## config.mk

```make
export PLATFORM = sky130hd
export DESIGN_NAME = lte_cell
export DESIGN_NICKNAME = d
export VERILOG_FILES = /design/src/rtl/core/lte_pkg.sv /design/src/rtl/core/lte_cell.sv
export SDC_FILE = /design/constraint.sdc
export NUM_CORES = 1
export LEC_CHECK = 0
export BUFFER_PORTS_ARGS = -buffer_cell sky130_fd_sc_hd__buf_2
export CAP_MARGIN = 20
export CORE_AREA = 2 2 172 174
export CTS_CLUSTER_DIAMETER = 40
export DETAILED_ROUTE_END_ITERATION = 6
export DIE_AREA = 0 0 174 176
export MAX_ROUTING_LAYER = met4
export PLACE_DENSITY_LB_ADDON = 0.25
export SLEW_MARGIN = 30
export SYNTH_ARGS = -nofsm -noshare
export SYNTH_HDL_FRONTEND = slang
export SYNTH_SLANG_ARGS = --single-unit
```

## constraint.sdc

```tcl
create_clock -name i_clk -period 20.3 [get_ports i_clk]
set_clock_uncertainty 0.15 [all_clocks]
set_input_delay 1.015 -clock i_clk [delete_from_list [all_inputs] [get_ports i_clk]]
set_output_delay 1.015 -clock i_clk [all_outputs]
set_load 0.05 [all_outputs]
```

## src/rtl/core/lte_pkg.sv

```systemverilog
// Shared types and codes for the lease table engine.
// Used by the slot cell, the top level and the testbench.
package lte_pkg;

    localparam int ENTRIES = 16;

    localparam logic [31:0] LEASE_DURATION_RST = 32'd86400;

    localparam logic [1:0] CMD_INSERT = 2'd0;
    localparam logic [1:0] CMD_LOOKUP = 2'd1;
    localparam logic [1:0] CMD_DELETE = 2'd2;
    localparam logic [1:0] CMD_EXPIRE = 2'd3;

    localparam logic [1:0] ST_OK        = 2'd0;
    localparam logic [1:0] ST_NOT_FOUND = 2'd1;
    localparam logic [1:0] ST_FULL      = 2'd2;

    // Command token that walks down the row of slot cells.
    typedef struct packed {
        logic        active;
        logic        done;
        logic [1:0]  command;
        logic [47:0] mac;
        logic [31:0] ip;
        logic [31:0] now;
        logic [1:0]  status;
        logic [31:0] result_ip;
        logic [47:0] result_mac;
        logic [3:0]  slot;
    } t_beat;

endpackage

```

## src/rtl/core/lte_cell.sv

```systemverilog
// One slot of the lease table: holds valid, mac, ip and lease start, and
// acts on the command token as it passes. Depends on lte_pkg.
module lte_cell
    import lte_pkg::*;
(
    input  logic        i_clk,
    input  logic        i_rst_n,
    input  logic [3:0]  i_index,
    input  logic [31:0] i_lease_duration,
    input  t_beat       i_beat,
    output t_beat       o_beat
);

    logic        r_valid, n_valid;
    logic [47:0] r_mac;
    logic [31:0] r_ip;
    logic [31:0] r_start;
    t_beat       r_beat, n_beat;
    logic        w_write;
    logic        w_mac_eq;
    logic [31:0] w_elapsed;

    assign w_mac_eq  = (r_mac == i_beat.mac);
    assign w_elapsed = i_beat.now - r_start;

    always_comb begin
        n_beat  = i_beat;
        n_valid = r_valid;
        w_write = 1'b0;
        if (i_beat.active && !i_beat.done) begin
            unique case (i_beat.command)
                CMD_INSERT: begin
                    if (!r_valid) begin
                        w_write       = 1'b1;
                        n_valid       = 1'b1;
                        n_beat.done   = 1'b1;
                        n_beat.status = ST_OK;
                        n_beat.slot   = i_index;
                    end
                end
                CMD_LOOKUP: begin
                    if (r_valid && w_mac_eq) begin
                        n_beat.done       = 1'b1;
                        n_beat.status     = ST_OK;
                        n_beat.result_ip  = r_ip;
                        n_beat.result_mac = r_mac;
                        n_beat.slot       = i_index;
                    end
                end
                CMD_DELETE: begin
                    if (r_valid && w_mac_eq) begin
                        n_valid       = 1'b0;
                        n_beat.done   = 1'b1;
                        n_beat.status = ST_OK;
                        n_beat.slot   = i_index;
                    end
                end
                CMD_EXPIRE: begin
                    // elapsed time wraps modulo 2^32
                    if (r_valid && (w_elapsed >= i_lease_duration)) begin
                        n_beat.done       = 1'b1;
                        n_beat.status     = ST_OK;
                        n_beat.result_ip  = r_ip;
                        n_beat.result_mac = r_mac;
                        n_beat.slot       = i_index;
                    end
                end
                default: ;
            endcase
        end
    end

    always_ff @(posedge i_clk) begin
        if (!i_rst_n) begin
            r_valid       <= 1'b0;
            r_beat.active <= 1'b0;
        end else begin
            r_valid <= n_valid;
            r_beat  <= n_beat;
        end
    end

    always_ff @(posedge i_clk) begin
        if (w_write) begin
            r_mac   <= i_beat.mac;
            r_ip    <= i_beat.ip;
            r_start <= i_beat.now;
        end
    end

    assign o_beat = r_beat;

endmodule

```

==> run_results.csv <==
group,metric,value,unit
status,status,"finished clean",
sta,slew_headroom,41.93,%
final_layout,final_net_count,1693,
detailed_routing,routed_wl,35.24,mm
sta,fmax,174.2,MHz
placement,hpwl,26.68,mm
logic_synthesis,synth.distinct_cells,60,
global_routing,grt_max_degree,90,
final_layout,final_cell_count_no_fill,1809,
global_routing,grt_pass1_wl,52.07,mm
clocking,cts_tree,"yes",
die,core-area,28550,µm²
logic_synthesis,synth_edf_count,313,
sta,rsz0062_at_grt,"no",
critical_path,crit_chain,"buf_2 > inv_1 > ha_1 > inv_1 > fa_1 > a21oi_1 > o22ai_1 > o311a_1 > a221o_1 > a41oi_1 > a21oi_1 > nor4bb_1 > or3_1 > ha_1 > a211oi_1 > o211ai_1 > nand4_1 > buf_4 > mux2_1",
sta,timing.final.crit_share,28.27,%
power_and_ir_drop,p_seq_share,45.1,%
sta,fin_setup_tns,0,ps
power_and_ir_drop,intPower,1.236,mW
placement,gp_congestion,0.8766,
critical_path,worstPathMaxFanout,51,
clocking,numCtsBuffers,39,
critical_path,r2r_cells,19,
logic_synthesis,synthesis.area,13900,µm²
final_layout,syn_to_final_growth,28.46,%
logic_synthesis,synth-compound-area-share,6.092,%
min_path,hold_path_class,"reg2reg",
min_path,whs_endpoint,"o_beat[53]",
global_routing,grt_use_total,23.02,%
die,initial_core_util,48.71,%
logic_synthesis,synth_fa_ha_area_share,5.813,%
clocking,clockBufferDepth,3,
placement,io_buffers,441,
detailed_routing,post-route-drc-count,0,
power_and_ir_drop,net-switching-power,0.4551,mW
sta,tightest_slew,871.0,ps
clocking,cts_hold_buf,0,
detailed_routing,drt-vias-per-instance,5.161,
detailed_routing,routedWlPerCell,19.48,µm
logic_synthesis,synth-seq-cells,315,
die,fp.dieW,174,µm
final_layout,drive_above_1_share,36.11,%
sta,setup_violations,0,
logic_synthesis,ys_seq_area_share,67.88,%
detailed_routing,antenna_left,0,
logic_synthesis,synth_top_area_cell,"edfxtp_1",
clocking,htree_levels,2,
logic_synthesis,synth_nets,1223,
logic_synthesis,async_flop_share,0,%
die,io-pin-count,442,
power_and_ir_drop,peakVddDrop,0.00006862,V
clocking,clkTransAtPathRegs,60,ps
logic_synthesis,synth_xor_area_share,4.661,%
sta,fin_crit,5739,ps
power_and_ir_drop,p_sw_share,26.91,%
logic_synthesis,synth_top_family_by_area,"multiplexers",
sta,maxSlewViolCount,0,
logic_synthesis,syn_area_per_cell,15.13,µm²
clocking,clk_latency,520,ps
min_path,hold_path_startpoint,"r_ip[1]",
logic_synthesis,synthFlopType,"edfxtp_1",
logic_synthesis,yosysWarnings,0,
logic_synthesis,synth_common_cells,"313 x edfxtp_1, 81 x mux2_1, 76 x inv_1",
clocking,root_buffer,"clkbuf_16",
logic_synthesis,synth_top_area_share,67.60,%
detailed_routing,vias,9336,
placement,dp.cells,1732,
critical_path,rr_startpoint,"r_start[2]",
die,die_area,30620,µm²
detailed_routing,first_pass_iters,5,
global_routing,grt-ovfl-total,0,
clocking,clock_sinks,315,
power_and_ir_drop,combPwrFrac,15.0,%
logic_synthesis,netlist_instances,919,
critical_path,cp-end-kind,"flop",
critical_path,rr_endpoint,"o_beat[58]",
sta,hold_viol,0,
die,num_rows,62,
logic_synthesis,synth_area_leaders,"edfxtp_1 68%, mux2_1 6.6%, ha_1 5.7%, xor2_1 2.7%, inv_1 2.1%",
flow_run,drv_cap,0,
clocking,post_cts_buffers,0,
power_and_ir_drop,cellLeakagePower,7.407,nW
critical_path,slowest_delay,590,ps
critical_path,required,20400,ps
power_and_ir_drop,p_per_area,94.67,nW/µm²
critical_path,cp_slowest_cell,"buf_4",
power_and_ir_drop,pwr-share-clk,39.9,%
detailed_routing,drt_iter0_drc,578,
critical_path,worstSetupPathType,"in2reg",
logic_synthesis,synthSimpleGateAreaFrac,6.092,%
min_path,min_path_cells,1,
global_routing,antenna_found_initial,7,
logic_synthesis,synthMuxAreaShare,6.848,%
global_routing,first_global_vias,9249,
critical_path,r2r_setup_slack,14910,ps
critical_path,crit_path_start_kind,"primary input",
die,die_h,176,µm
critical_path,critical_path_arrival,5840,ps
logic_synthesis,yosysMostFrequentCell,"edfxtp_1",
clocking,cts_resized,0,
final cells by class:
cell class | instances | area (µm²)
Antenna cell | 10 | 25.02
Clock buffer | 45 | 1008
Clock inverter | 22 | 254.0
Fill cell | 2269 | 10690
Inverter | 76 | 285.3
Multi-Input combinational cell | 510 | 4109
Sequential cell | 315 | 9439
Tap cell | 384 | 480.5
Timing Repair Buffer | 447 | 2261
critical path, delay by kind of cell:
| family | cells | cell delay (ps) |
|---|---|---|
| AOI/OAI and AO/OA | 8 | 2010 |
| adders and majority gates | 3 | 850 |
| buffers and inverters | 4 | 800 |
| muxes | 1 | 400 |
| and+or+nand+nor | 3 | 690 |
metal layers:
layer	vias to the layer above	track usage [%]	share of wire, %	wire length (µm)
met1	4413	26.60	38	13540
met2	397	39.87	51	18040
met3	71	5.491	7.6	2675
li1	4455	-	-	-
met4	0	7.353	2.8	984
met5	-	-	0	0
stage by stage:
stage	util, %	setup WS, ps	cell area [µm²]	hold WS (ps)	total power, mW
final	62.57	14560	17860	367.8	1.691
after global placement	58.06	14170	16570	352.1	1.026
after CTS	62.48	14590	17840	375.7	1.708
after floorplan	-	6779	13900	351.3	0.9442
after global routing	62.57	14140	17860	394.9	1.748
after detailed placement	58.06	14040	16570	359.9	1.030
cell families (layout without fill, tap and decap cells):
kind of cell | count (synthesis) | count (layout)
adder cells (fa/ha/maj) | 64 | 64
AO/OA/AOI/OAI | 131 | 131
other | 0 | 10
AND/OR/NAND/NOR | 156 | 156
multiplexers | 85 | 85
XOR/XNOR | 74 | 74
flip-flops | 315 | 315
buffers and inverters | 94 | 590
worst max-delay path by stage:
stage,slack (ps),cells after the start,startpoint,end
after global routing,14140,20,i_beat[88],o_beat[6]
after CTS,14590,19,i_beat[86],o_beat[58]
after detailed placement,14040,19,i_beat[86],o_beat[58]
final,14560,19,i_beat[86],o_beat[58]
after global placement,14170,19,i_beat[86],o_beat[62]
after floorplan,6780,3,i_beat[199],o_beat[84]
state kept, by name, indices dropped and copies added, names as in the netlist:
register and count:
r_start 32, r_ip 32, o_beat 202, r_valid 1
r_mac 48
layout by cell type, fill, tap and decap left out, types with 7 or more instances in the layout:
cell	count
nand3_1	15
nor3_1	10
buf_2	440
inv_1	76
ha_1	63
edfxtp_1	313
clkbuf_16	39
a21oi_1	43
a21o_1	8
o21ai_0	19
diode_2	10
nand2_1	33
nor2_1	26
nand4_1	10
nor4_1	15
o211ai_1	7
mux2_1	81
a211oi_1	9
xnor2_1	31
xor2_1	43
power groups by stage:
stage / Sequential [mW] / Combinational, mW / Clock [mW]
final: 0.762 / 0.254 / 0.674
after global routing: 0.765 / 0.272 / 0.711
after CTS: 0.763 / 0.256 / 0.689
after detailed placement: 0.776 / 0.255 / 0
after global placement: 0.775 / 0.251 / 0
after floorplan: 0.877 / 0.0669 / 0
(Power assumes the default switching activity.)
